## src/hdl/ssag_pkg.sv

```systemverilog
`default_nettype none

package ssag_pkg;

  localparam int CFG_BITS   = 9;
  localparam int INDEX_BITS = 3;
  localparam int NUM_SIZE   = 4;
  localparam int EXT_BITS   = 9;
  localparam int POS_BITS   = 8;
  localparam int START_BITS = 8;
  localparam int SD_BITS    = 3;
  localparam int RANK_BITS  = 4;
  localparam int ADDR_BITS  = 32;
  localparam int VALUE_BITS = 32;

  localparam logic [EXT_BITS-1:0] EXT_MAX = 9'd256;

  typedef enum logic [INDEX_BITS-1:0] {
    REG_RANK         = 3'd0,
    REG_SIZE_0       = 3'd1,
    REG_SIZE_1       = 3'd2,
    REG_SIZE_2       = 3'd3,
    REG_SIZE_3       = 3'd4,
    REG_SLICE_DIM    = 3'd5,
    REG_SLICE_START  = 3'd6,
    REG_SLICE_LENGTH = 3'd7
  } reg_index_t;

  // normalized configuration, shared by front and back
  typedef struct packed {
    logic [RANK_BITS-1:0]                rank;
    logic                                sd_valid;
    logic [SD_BITS-1:0]                  sd;
    logic [START_BITS-1:0]               start;
    logic [EXT_BITS-1:0]                 slice_len;
    logic [NUM_SIZE-1:0][EXT_BITS-1:0]   size;
  } cfg_t;

  typedef struct packed {
    logic last;
    logic oor;
  } flags_t;

  typedef struct packed {
    logic [1:0] count;
    logic       full;
    logic       empty;
  } queue_status_t;

  // zero reads as one, anything past 256 saturates
  function automatic logic [EXT_BITS-1:0] sat_extent(input logic [EXT_BITS-1:0] v);
    logic [EXT_BITS-1:0] r;
    r = v;
    if (v == '0) r = 9'd1;
    else if (v > EXT_MAX) r = EXT_MAX;
    return r;
  endfunction

endpackage

`default_nettype wire

```

## src/hdl/ssag_front.sv

```systemverilog
`default_nettype none

module ssag_front #(
  parameter int MAX_RANK = 4
) (
  input  wire logic                                 clk,
  input  wire logic                                 rst,
  input  wire ssag_pkg::cfg_t                       cfg,
  input  wire logic                                 accept,
  output logic [MAX_RANK*ssag_pkg::EXT_BITS-1:0]    idx,
  output ssag_pkg::flags_t                          flags
);
  import ssag_pkg::*;

  logic [POS_BITS-1:0] position      [MAX_RANK];
  logic [POS_BITS-1:0] position_next [MAX_RANK];
  logic [EXT_BITS-1:0] size_ext      [MAX_RANK];
  logic [EXT_BITS-1:0] extent        [MAX_RANK];
  logic [EXT_BITS-1:0] pos_inc       [MAX_RANK];
  logic [EXT_BITS-1:0] dim_idx       [MAX_RANK];
  logic [MAX_RANK-1:0] in_rank;
  logic [MAX_RANK-1:0] is_slice;
  logic [MAX_RANK-1:0] wrap;
  logic [MAX_RANK-1:0] carry;
  logic [MAX_RANK-1:0] oor_dim;

  for (genvar g = 0; g < MAX_RANK; g++) begin : g_dim
    if (g < NUM_SIZE) begin : g_sz
      assign size_ext[g] = cfg.size[g];
    end else begin : g_one
      assign size_ext[g] = 9'd1;
    end
    assign in_rank[g]  = RANK_BITS'(g) < cfg.rank;
    assign is_slice[g] = cfg.sd_valid && (cfg.sd == SD_BITS'(g));
    assign extent[g]   = is_slice[g] ? cfg.slice_len : size_ext[g];
    assign pos_inc[g]  = {1'b0, position[g]} + 9'd1;
    assign wrap[g]     = pos_inc[g] >= extent[g];
    assign dim_idx[g]  = {1'b0, position[g]} + (is_slice[g] ? {1'b0, cfg.start} : 9'd0);
    assign oor_dim[g]  = is_slice[g] && (dim_idx[g] >= size_ext[g]);
    assign idx[g*EXT_BITS +: EXT_BITS] = dim_idx[g];
    assign position_next[g] = (in_rank[g] && carry[g])
                              ? (wrap[g] ? '0 : pos_inc[g][POS_BITS-1:0])
                              : position[g];
  end

  // carry ripples outward from the innermost dimension
  always_comb begin
    carry[MAX_RANK-1] = 1'b1;
    for (int d = MAX_RANK - 2; d >= 0; d--) begin
      carry[d] = carry[d+1] & (!in_rank[d+1] | wrap[d+1]);
    end
  end

  assign flags.last = carry[0] & wrap[0];
  assign flags.oor  = |oor_dim;

  always_ff @(posedge clk) begin
    if (rst) begin
      for (int d = 0; d < MAX_RANK; d++) position[d] <= '0;
    end else if (accept) begin
      for (int d = 0; d < MAX_RANK; d++) position[d] <= position_next[d];
    end
  end

endmodule

`default_nettype wire

```

## src/hdl/ssag_queue.sv

```systemverilog
`default_nettype none

module ssag_queue #(
  parameter int WIDTH = 72
) (
  input  wire logic                    clk,
  input  wire logic                    rst,
  input  wire logic                    push,
  input  wire logic [WIDTH-1:0]        wdata,
  input  wire logic                    pop,
  output logic [WIDTH-1:0]             rdata,
  output ssag_pkg::queue_status_t      status
);
  import ssag_pkg::*;

  logic [WIDTH-1:0] entry [2];
  logic             wr_ptr;
  logic             rd_ptr;
  logic [1:0]       count;

  assign rdata        = entry[rd_ptr];
  assign status.count = count;
  assign status.full  = count == 2'd2;
  assign status.empty = count == 2'd0;

  always_ff @(posedge clk) begin
    if (push) entry[wr_ptr] <= wdata;
  end

  always_ff @(posedge clk) begin
    if (rst) begin
      wr_ptr <= 1'b0;
      rd_ptr <= 1'b0;
      count  <= 2'd0;
    end else begin
      if (push) wr_ptr <= ~wr_ptr;
      if (pop)  rd_ptr <= ~rd_ptr;
      case ({push, pop})
        2'b10:   count <= count + 2'd1;
        2'b01:   count <= count - 2'd1;
        default: count <= count;
      endcase
    end
  end

endmodule

`default_nettype wire

```

## src/hdl/ssag_back.sv

```systemverilog
`default_nettype none

module ssag_back #(
  parameter int MAX_RANK = 4
) (
  input  wire logic                                  clk,
  input  wire logic                                  rst,
  input  wire ssag_pkg::cfg_t                        cfg,
  input  wire logic                                  in_valid,
  input  wire logic [MAX_RANK*ssag_pkg::EXT_BITS-1:0] in_idx,
  input  wire logic [ssag_pkg::VALUE_BITS-1:0]       in_value,
  input  wire ssag_pkg::flags_t                      in_flags,
  output logic                                       in_take,
  output logic                                       out_valid,
  input  wire logic                                  out_ready,
  output logic [ssag_pkg::ADDR_BITS-1:0]             out_address,
  output logic [ssag_pkg::VALUE_BITS-1:0]            out_value,
  output ssag_pkg::flags_t                           out_flags
);
  import ssag_pkg::*;

  localparam int LAST = MAX_RANK - 1;

  logic [MAX_RANK-1:0]            valid;
  logic [MAX_RANK-1:0]            en;
  logic [ADDR_BITS-1:0]           acc   [MAX_RANK];
  logic [MAX_RANK*EXT_BITS-1:0]   idx   [MAX_RANK];
  logic [VALUE_BITS-1:0]          value [MAX_RANK];
  flags_t                         flags [MAX_RANK];

  // a stage loads when it is empty or the one after it moves on
  always_comb begin
    en[LAST] = !valid[LAST] | out_ready;
    for (int s = LAST - 1; s >= 0; s--) begin
      en[s] = !valid[s] | en[s+1];
    end
  end

  assign in_take = en[0] & in_valid;

  always_ff @(posedge clk) begin
    if (rst) begin
      valid[0] <= 1'b0;
    end else if (en[0]) begin
      valid[0] <= in_valid;
    end
  end

  always_ff @(posedge clk) begin
    if (en[0]) begin
      acc[0]   <= ADDR_BITS'(in_idx[EXT_BITS-1:0]);
      idx[0]   <= in_idx;
      value[0] <= in_value;
      flags[0] <= in_flags;
    end
  end

  // horner step per stage in rank: acc = acc * size + index, else acc passes on
  for (genvar s = 1; s < MAX_RANK; s++) begin : g_stage
    logic [EXT_BITS-1:0]           size_s;
    logic [ADDR_BITS+EXT_BITS-1:0] prod;
    logic [ADDR_BITS-1:0]          step;
    logic                          active;

    if (s < NUM_SIZE) begin : g_sz
      assign size_s = cfg.size[s];
    end else begin : g_one
      assign size_s = 9'd1;
    end
    assign active = RANK_BITS'(s) < cfg.rank;
    assign prod   = acc[s-1] * size_s;
    assign step   = active
                    ? prod[ADDR_BITS-1:0] + ADDR_BITS'(idx[s-1][s*EXT_BITS +: EXT_BITS])
                    : acc[s-1];

    always_ff @(posedge clk) begin
      if (rst) begin
        valid[s] <= 1'b0;
      end else if (en[s]) begin
        valid[s] <= valid[s-1];
      end
    end

    always_ff @(posedge clk) begin
      if (en[s]) begin
        acc[s]   <= step;
        idx[s]   <= idx[s-1];
        value[s] <= value[s-1];
        flags[s] <= flags[s-1];
      end
    end
  end

  assign out_valid   = valid[LAST];
  assign out_address = acc[LAST];
  assign out_value   = value[LAST];
  assign out_flags   = flags[LAST];

endmodule

`default_nettype wire

```

## src/hdl/slice_scatter_address_gen.sv

```systemverilog
// channel   | group  | dir | payload
// ----------+--------+-----+------------------------------------------------
// gradient  | s_*    | in  | tdata: grad_value[31:0]
// address   | m_*    | out | tdata: write_address, write_value; tlast: last;
//           |        |     | tuser: out_of_range
// config    | cfg_*  | in  | index 0..7, data up to 9 bits, write on cfg_we
//
// one item per cycle sustained while m_tready holds; each item passes the queue
// and the horner pipeline (MAX_RANK stages: the first loads the outer index,
// each later one multiply-adds a dimension, the last is the output register)
// a two-entry queue parts the position counter from the address pipeline,
// so s_tready only drops once the pipeline is full and the queue holds two
// synchronous reset clears the position counter, queue and pipeline valids;
// configuration returns to rank 1, unit sizes, slice_dim 0, start 0, length 1
`default_nettype none

module slice_scatter_address_gen #(
  parameter int MAX_RANK  = 4,
  parameter int WORD_BITS = 32
) (
  input  wire logic        clk,
  input  wire logic        rst,
  // gradient items in
  input  wire logic        s_tvalid,
  output logic             s_tready,
  input  wire logic [31:0] s_tdata,    // [31:0] grad_value
  // address items out
  output logic             m_tvalid,
  input  wire logic        m_tready,
  output logic [63:0]      m_tdata,    // [31:0] write_address, [63:32] write_value
  output logic             m_tlast,    // last element of the slice tensor
  output logic [0:0]       m_tuser,    // [0] out_of_range
  // configuration writes
  input  wire logic        cfg_we,
  input  wire logic [2:0]  cfg_index,
  input  wire logic [8:0]  cfg_data
);
  import ssag_pkg::*;

  localparam int QW = MAX_RANK * EXT_BITS + VALUE_BITS + 2;

  // bits at and above WORD_BITS are dropped from the word
  localparam logic [VALUE_BITS-1:0] VALUE_MASK =
    (WORD_BITS >= VALUE_BITS) ? '1 : VALUE_BITS'((64'd1 << WORD_BITS) - 64'd1);

  // raw configuration registers
  logic [2:0]            rank;
  logic [EXT_BITS-1:0]   size [NUM_SIZE];
  logic [SD_BITS-1:0]    slice_dim;
  logic [START_BITS-1:0] slice_start;
  logic [EXT_BITS-1:0]   slice_length;

  cfg_t                  cfg;
  logic [RANK_BITS-1:0]  rank_eff;
  logic signed [4:0]     sd_sum;

  logic                         accept;
  logic [MAX_RANK*EXT_BITS-1:0] f_idx;
  flags_t                       f_flags;
  logic [QW-1:0]                q_wdata;
  logic [QW-1:0]                q_rdata;
  queue_status_t                q_status;
  logic                         q_pop;

  logic [ADDR_BITS-1:0]         b_address;
  logic [VALUE_BITS-1:0]        b_value;
  flags_t                       b_flags;

  always_ff @(posedge clk) begin
    if (rst) begin
      rank         <= 3'd1;
      for (int i = 0; i < NUM_SIZE; i++) size[i] <= 9'd1;
      slice_dim    <= '0;
      slice_start  <= '0;
      slice_length <= 9'd1;
    end else if (cfg_we) begin
      unique case (reg_index_t'(cfg_index))
        REG_RANK:         rank         <= cfg_data[2:0];
        REG_SIZE_0:       size[0]      <= cfg_data;
        REG_SIZE_1:       size[1]      <= cfg_data;
        REG_SIZE_2:       size[2]      <= cfg_data;
        REG_SIZE_3:       size[3]      <= cfg_data;
        REG_SLICE_DIM:    slice_dim    <= cfg_data[SD_BITS-1:0];
        REG_SLICE_START:  slice_start  <= cfg_data[START_BITS-1:0];
        REG_SLICE_LENGTH: slice_length <= cfg_data;
        default: ;
      endcase
    end
  end

  // rank zero acts as one, rank above MAX_RANK saturates
  always_comb begin
    rank_eff = {1'b0, rank};
    if (rank == 3'd0) rank_eff = 4'd1;
    else if ({1'b0, rank} > RANK_BITS'(MAX_RANK)) rank_eff = RANK_BITS'(MAX_RANK);
  end

  // negative slice_dim counts from the end; outside the rank means no slice
  always_comb begin
    sd_sum = {{2{slice_dim[SD_BITS-1]}}, slice_dim};
    if (slice_dim[SD_BITS-1]) sd_sum = sd_sum + $signed({1'b0, rank_eff});
  end

  always_comb begin
    cfg.rank      = rank_eff;
    cfg.sd_valid  = !sd_sum[4] && (sd_sum[3:0] < rank_eff);
    cfg.sd        = sd_sum[SD_BITS-1:0];
    cfg.start     = slice_start;
    cfg.slice_len = sat_extent(slice_length);
    for (int i = 0; i < NUM_SIZE; i++) cfg.size[i] = sat_extent(size[i]);
  end

  assign s_tready = !q_status.full;
  assign accept   = s_tvalid & s_tready;

  // position counter and per-item classification
  ssag_front #(
    .MAX_RANK (MAX_RANK)
  ) u_front (
    .clk    (clk),
    .rst    (rst),
    .cfg    (cfg),
    .accept (accept),
    .idx    (f_idx),
    .flags  (f_flags)
  );

  assign q_wdata = {s_tdata & VALUE_MASK, f_flags, f_idx};

  ssag_queue #(
    .WIDTH (QW)
  ) u_queue (
    .clk    (clk),
    .rst    (rst),
    .push   (accept),
    .wdata  (q_wdata),
    .pop    (q_pop),
    .rdata  (q_rdata),
    .status (q_status)
  );

  // address pipeline
  ssag_back #(
    .MAX_RANK (MAX_RANK)
  ) u_back (
    .clk         (clk),
    .rst         (rst),
    .cfg         (cfg),
    .in_valid    (!q_status.empty),
    .in_idx      (q_rdata[MAX_RANK*EXT_BITS-1:0]),
    .in_value    (q_rdata[QW-1 -: VALUE_BITS]),
    .in_flags    (q_rdata[MAX_RANK*EXT_BITS +: 2]),
    .in_take     (q_pop),
    .out_valid   (m_tvalid),
    .out_ready   (m_tready),
    .out_address (b_address),
    .out_value   (b_value),
    .out_flags   (b_flags)
  );

  assign m_tdata    = {b_value, b_address};
  assign m_tlast    = b_flags.last;
  assign m_tuser[0] = b_flags.oor;

`ifndef SYNTHESIS
  a_reset_empty: assert property (@(posedge clk) rst |=> !m_tvalid && q_status.empty)
    else $error("output valid or queue not empty after reset");

  a_push_lands: assert property (@(posedge clk) disable iff (rst)
    accept |=> !q_status.empty)
    else $error("accepted item missing from queue");

  a_pop_nonempty: assert property (@(posedge clk) disable iff (rst)
    q_pop |-> !q_status.empty)
    else $error("pipeline took an item from an empty queue");
`endif

endmodule

`default_nettype wire

```

## config.mk

```make
export PLATFORM = sky130hd
export DESIGN_NAME = slice_scatter_address_gen
export DESIGN_NICKNAME = d
export VERILOG_FILES = /design/src/hdl/ssag_pkg.sv /design/src/hdl/ssag_front.sv /design/src/hdl/ssag_queue.sv /design/src/hdl/ssag_back.sv /design/src/hdl/slice_scatter_address_gen.sv
export SDC_FILE = /design/constraint.sdc
export NUM_CORES = 2
export LEC_CHECK = 0
export BUFFER_PORTS_ARGS = -buffer_cell sky130_fd_sc_hd__buf_2
export CAP_MARGIN = 20
export CORE_MARGIN = 2
export CORE_UTILIZATION = 58
export DETAILED_ROUTE_END_ITERATION = 7
export HOLD_SLACK_MARGIN = 0.05
export MAX_ROUTING_LAYER = met4
export PLACE_DENSITY = 0.75
export SLEW_MARGIN = 20
export SYNTH_ARGS = -nofsm -noshare
export SYNTH_HDL_FRONTEND = slang
export SYNTH_SLANG_ARGS = --single-unit
```

## constraint.sdc

```tcl
create_clock -name clk -period 10.9 [get_ports clk]
set_input_delay 0.545 -clock clk [delete_from_list [all_inputs] [get_ports clk]]
set_output_delay 0.545 -clock clk [all_outputs]
set_load 0.01 [all_outputs]
```

=== Yosys cells after proc, flatten, opt, wreduce, memory -nomap -nowiden ===
Memory sizes are Yosys's and may differ from the RTL's. A register that Yosys moved wholly into a read port is not among the register bits.
Cells that the tools add are included.

* Bits in registers: 31
* RAM bits: 616
* Input bits: 49
* Logic and storage cells: 199
* Memories kept: 7

{| class="wikitable"
|+ Memory list
! memory !! depth !! width !! read ports !! clocked after memory_dff !! wr ports !! line !! text
|-
| u_back.idx || 4 || 36 || 3 || 0 || 4 || ssag_back.sv:27 || <nowiki>logic [MAX_RANK*EXT_BITS-1:0] idx [MAX_RANK];</nowiki>
|-
| u_queue.entry || 2 || 70 || 1 || 1 || 1 || ssag_queue.sv:16 || <nowiki>logic [WIDTH-1:0] entry [2];</nowiki>
|-
| u_back.acc || 4 || 32 || 4 || 0 || 4 || ssag_back.sv:26 || <nowiki>logic [ADDR_BITS-1:0] acc [MAX_RANK];</nowiki>
|-
| u_back.value || 4 || 32 || 4 || 0 || 4 || ssag_back.sv:28 || <nowiki>logic [VALUE_BITS-1:0] value [MAX_RANK];</nowiki>
|-
| size || 4 || 9 || 4 || 0 || 4 || slice_scatter_address_gen.sv:48 || <nowiki>logic [EXT_BITS-1:0] size [NUM_SIZE];</nowiki>
|-
| u_front.position || 4 || 8 || 4 || 0 || 4 || ssag_front.sv:15 || <nowiki>logic [POS_BITS-1:0] position [MAX_RANK];</nowiki>
|-
| +1 memories || -- || -- || -- || -- || -- || -- ||
|}

* Add/subtract/negate cells: 14
* Multiply operators: 3
* $lt $le $gt $ge: 19
* Eq/ne operators: 13
* Mux-type cells: 73
* Bitwise logic cells: 22
* Reduce and logical (&&, ||, !) cells: 37

{| class="wikitable"
|+ Operators with widths
! cell !! number
|-
| 9-bit two-way mux || 18
|-
| 8-bit two-way mux || 16
|-
| 32-bit by 9-bit adder with 32-bit output || 3
|-
| 32-bit by 9-bit multiplier with 32-bit output || 3
|-
| 32-bit two-way mux || 3
|-
| 9-bit >= comparator || 8
|-
| 9-bit > comparator, second input constant || 5
|-
| 9-bit zero test || 5
|-
| 8-bit by 1-bit adder with 9-bit output, second input constant || 4
|-
| 8-bit by 9-bit adder with 9-bit output || 4
|-
| 1-bit two-way mux || 32
|-
| 1-bit bitwise OR || 15
|-
| 3-bit by 2-bit equality test with 1-bit output, second input constant || 4
|-
| 3-bit equality test, second input constant || 4
|-
| 1-bit logical AND || 12
|-
| 1-bit zero test || 10
|-
| 3-bit zero test || 3
|-
| 2-bit AND reduction || 4
|-
| 3-bit by 1-bit equality test with 1-bit output, second input constant || 2
|-
| 1-bit by 3-bit < comparator with 1-bit output, first input constant || 2
|-
| 2-bit by 3-bit < comparator with 1-bit output, first input constant || 2
|-
| 3-bit two-way mux || 2
|-
| 3-bit by 4-bit adder with 5-bit output || 1
|-
| 1-bit bitwise AND || 5
|-
| other kinds (12) || 14
|}

=== Logic depth before layout (Yosys ltp) ===
* Depth after elaboration: 16
* Gate-level depth with buffers: 32
* Gate-level depth less buffers: 28

=== Modules after synthesis ===
From an unflattened synthesis, not the netlist that was laid out.

* Cells, all modules: 3459
* Area total of the unflattened synthesis: 39166.3 um^2

{| class="wikitable"
|+ By module, submodules not included
! module !! times used !! cells an instance !! area each (um^2) !! sequential area each (um^2)
|-
| ssag_back || 1 || 2324 || 25994.9 || 8548.2
|-
| ssag_queue || 1 || 240 || 5237.5 || 4304.1
|-
| ssag_front || 1 || 617 || 5104.9 || 960.9
|-
| slice_scatter_address_gen || 1 || 278 || 2829.0 || 1541.5
|}

=== Worst setup path after synthesis ===
Ideal clock, no wire load.

* Kind: reg-to-reg
* Start: memory size[2][4]
* End: memory u_back.acc[2][24], data pin
* Library setup time: 0.262 ns
* Data arrival time: 5.906 ns
* Data required time: 10.638 ns
* Setup slack: 4.732 ns
* Stages on the path, launching flop included: 25
* Buffers on the path: 1
* Cells stage by stage: edfxtp_1 nor4_1 a21oi_1 nor2_1 clkbuf_1 nand2_1 fa_1 inv_1 fa_1 inv_1 fa_1 inv_1 fa_1 inv_1 fa_1 inv_1 ha_1 a211oi_1 o211ai_1 nand3_1 a31oi_1 a2111o_1 a31oi_2 a21oi_1 mux2_1

{| class="wikitable"
|+ RTL lines
! element !! line
|-
| from (decl) || slice_scatter_address_gen.sv:48
|-
| to (decl) || ssag_back.sv:26
|}

==> flow_metrics.tcl <==
set metrics [dict create \
    status "completed" \
    cpMaxStageDelayCell "clkinv_1" \
    crit_type "flop to flop" \
    syn_inst 3538 \
    hold_viol 0 \
    synth_top_area_frac 0.374 \
    wl_per_cell_um 19.0 \
    syn_to_final_growth_pct 8.41 \
    grt_max_degree 75 \
    cts_hold_buf 0 \
    nNetsFinal 4344 \
    cts_sinks 522 \
    postLayoutCellArea_sq_um 42600 \
    die_w_um 264 \
    share_comb_of_total_power 0.465 \
    r2r_setup_slack_ns 2.58 \
    cp-end-kind "flop" \
    first_global_vias 26400 \
    synth_fp_nets 4288 \
    cp_common_cell "a21oi_1" \
    yosys-top-cells-area "edfxtp_1 (37%), fa_1 (19%), ha_1 (10%), inv_1 (4.6%), nand2_1 (4.4%)" \
    die_area_sq_um 69900 \
    grt-ovfl-total 0 \
    drc 0 \
    fin_total_pwr_mw 9.37 \
    clock_path_buffers 3 \
    dp_hpwl_mm 61.3 \
    first_pass_iters 5 \
    fin_cells 4511 \
    layout_setup_ws_ns 2.58 \
    drtIter0Drc 1859 \
    final_cell_mix "edfxtp_1 (490), inv_1 (483), nand2_1 (464)" \
    gp_congestion 0.912 \
    p_sw_frac 0.387 \
    grt_pass1_wl_mm 138 \
    ir_drop_uv 246 \
    io_pins 117 \
    drtAntennaViolNets 0 \
    power_frac_clock 0.204 \
    cts_resized 0 \
    grtUsageTotal 0.259 \
    pwr-share-seq 0.331 \
    ys_seq_area_frac 0.391 \
    vias 25500 \
    worst_ep_arrival_time_ns 8.70 \
    r2r_cells 28 \
    clk_latency_ns 0.63 \
    cp_max_fo 44 \
    worstHoldPathCells 1 \
    dp.cells 4407 \
    root_buffer "clkbuf_16" \
    wl_mm 85.6 \
    ys.flop_type "edfxtp_1" \
    antenna_found_initial 1 \
    p_leak_nw 19.8 \
    ys_warn_count 0 \
    slew_headroom 0.276 \
    fin_crit_sh 0.763 \
    cts_setup_buffers 0 \
    core_sq_um 67200 \
    hp-class "input pin to flop" \
    synth_edf_count 490 \
    final_common_cell "edfxtp_1" \
    r2r_start "rank[2]" \
    final_util 0.635 \
    rows 95 \
    p_int_mw 5.75 \
    hold_start "s_tdata[31]" \
    p_per_area_nw_per_um2 220 \
    portBuffers 116 \
    tns_ns 0 \
    synth_top_area_cell "edfxtp_1" \
    clk_pin_slew_ns 0.06 \
    cp-start-kind "flop" \
    place_area_sq_um 40700 \
    min_period_ns 8.32 \
    rsz0062_at_grt "false" \
    timing.fmax_ghz 0.120 \
    clock_skew_ns 0.0429 \
    min_to "u_queue.entry[1][69]" \
    power_switching_mw 3.62 \
    synth_cell_types 71 \
    syn-mean-instance-area_sq_um 11.1 \
    dp_slack_ns 2.82 \
    setup_viol 0 \
    cts_made_buffers 57 \
    synthArstFlopShare 0 \
    worst_pin_slew_ns 1.09 \
    die_h_um 264 \
    cts_htree_levels 2 \
    r2r_end "u_queue.entry[0][36]" \
    syn-cell-area_sq_um 39300 \
    critPathMaxStageDelay_ns 0.84 \
    finalMaxSlewViolations 0 \
    cts_tree "yes" \
    start_util 0.585 \
    critical_path_required_ns 11.28 \
    synth-seq-cells 522 \
    whs_ns 0.104 \
    viasPerCell 5.65 \
    maxCapViolations 0 \
    drive_gt1_frac 0.103 \
]
synthesized netlist by cell type, drive strengths merged (3+ instances only):
cell type  number
o21a           15
nor4            9
a211o           4
dfxtp          32
a21o           64
edfxtp        490
a21oi         141
o21ai          77
inv           485
mux2i          21
or3             5
nor3           25
and2          217
nand3b          3
ha            323
xor2           39
nand2b         25
nand3          33
a211oi         22
o211ai         11
o2111ai         3
xnor2          78
a2111oi         5
o21bai         24
nor2          120
a31oi          12
nor2b          45
mux2          105
and3           57
a221oi          5
or4             3
nand4           4
fa            378
o31ai           3
clkbuf        107
a221o           3
nand2         466
a31o            3
buf            48
cells by family after synthesis:
family                   Yosys count  share of synthesized area
AO/OA/AOI/OAI                    408                     0.0664
XOR/XNOR                         117                     0.0261
adder cells (fa/ha/maj)          701                      0.295
buffers and inverters            642                     0.0617
flip-flops                       522                      0.391
multiplexers                     126                     0.0355
AND/OR/NAND/NOR                 1022                      0.124
worst max-delay path by stage:
| stage | startpoint | endpoint | depth (start not counted) |
|---|---|---|---|
| 3_3_place_gp | rank[2] | u_queue.entry[0][36] | 28 |
| 2_1_floorplan | size[2][4] | u_back.acc[2][24] | 24 |
| 3_5_place_dp | rank[2] | u_queue.entry[1][36] | 28 |
| 4_1_cts | rank[2] | u_queue.entry[0][36] | 28 |
| 5_1_grt | rank[2] | u_queue.entry[0][36] | 28 |
| 6_report | rank[2] | u_queue.entry[0][36] | 28 |
worst max-delay path: cells and delay by family (launching register included):
kind	cells	cell delay, ns
mux	1	0.62
compound gates	12	2.48
xor+xnor	1	0.19
flops	1	0.31
buf+inv	6	1.90
fa+ha+maj	4	1.30
simple gates	4	1.22
per-layer routing:
| metal | share of wire | vias up | wire length, um | track usage |
|---|---|---|---|---|
| met4 | 0.029 | 0 | 2490 | 0.0799 |
| met1 | 0.42 | 12700 | 35800 | 0.331 |
| met5 | 0 | - | 0 | - |
| li1 | - | 11800 | - | - |
| met3 | 0.056 | 179 | 4770 | 0.0288 |
| met2 | 0.50 | 775 | 42600 | 0.437 |
flip-flops by register name (all words and copies together), names as in the netlist, named ones only:
register	count
u_queue.entry	140
u_back.out_valid	1
slice_dim	3
u_queue.count	2
u_queue.rd_ptr	1
u_front.position	32
u_back.valid	3
u_back.acc	83
rank	3
u_back.flags	8
slice_length	9
u_back.value	128
u_back.idx	63
u_queue.wr_ptr	1
slice_start	8
size	36
power groups by stage:
| stage | registers [mW] | clock network, mW | logic, mW |
|---|---|---|---|
| after floorplan | 2.92 | 0 | 3.43 |
| after global placement | 3.11 | 0 | 4.23 |
| after detailed placement | 3.13 | 0 | 4.33 |
| after CTS | 3.09 | 1.96 | 4.37 |
| after global routing | 3.15 | 2.02 | 4.95 |
| final | 3.10 | 1.91 | 4.36 |
area by class of cell:
type / instances / area [sq um]
Multi-Input combinational cell: 2374 / 21600
Tap cell: 873 / 1090
Inverter: 487 / 1830
Clock buffer: 77 / 1580
Antenna cell: 1 / 2.50
Clock inverter: 25 / 287
Fill cell: 5168 / 24500
Sequential cell: 522 / 15400
Timing Repair Buffer: 152 / 871
No activity file was read; power rests on OpenSTA's default activity.
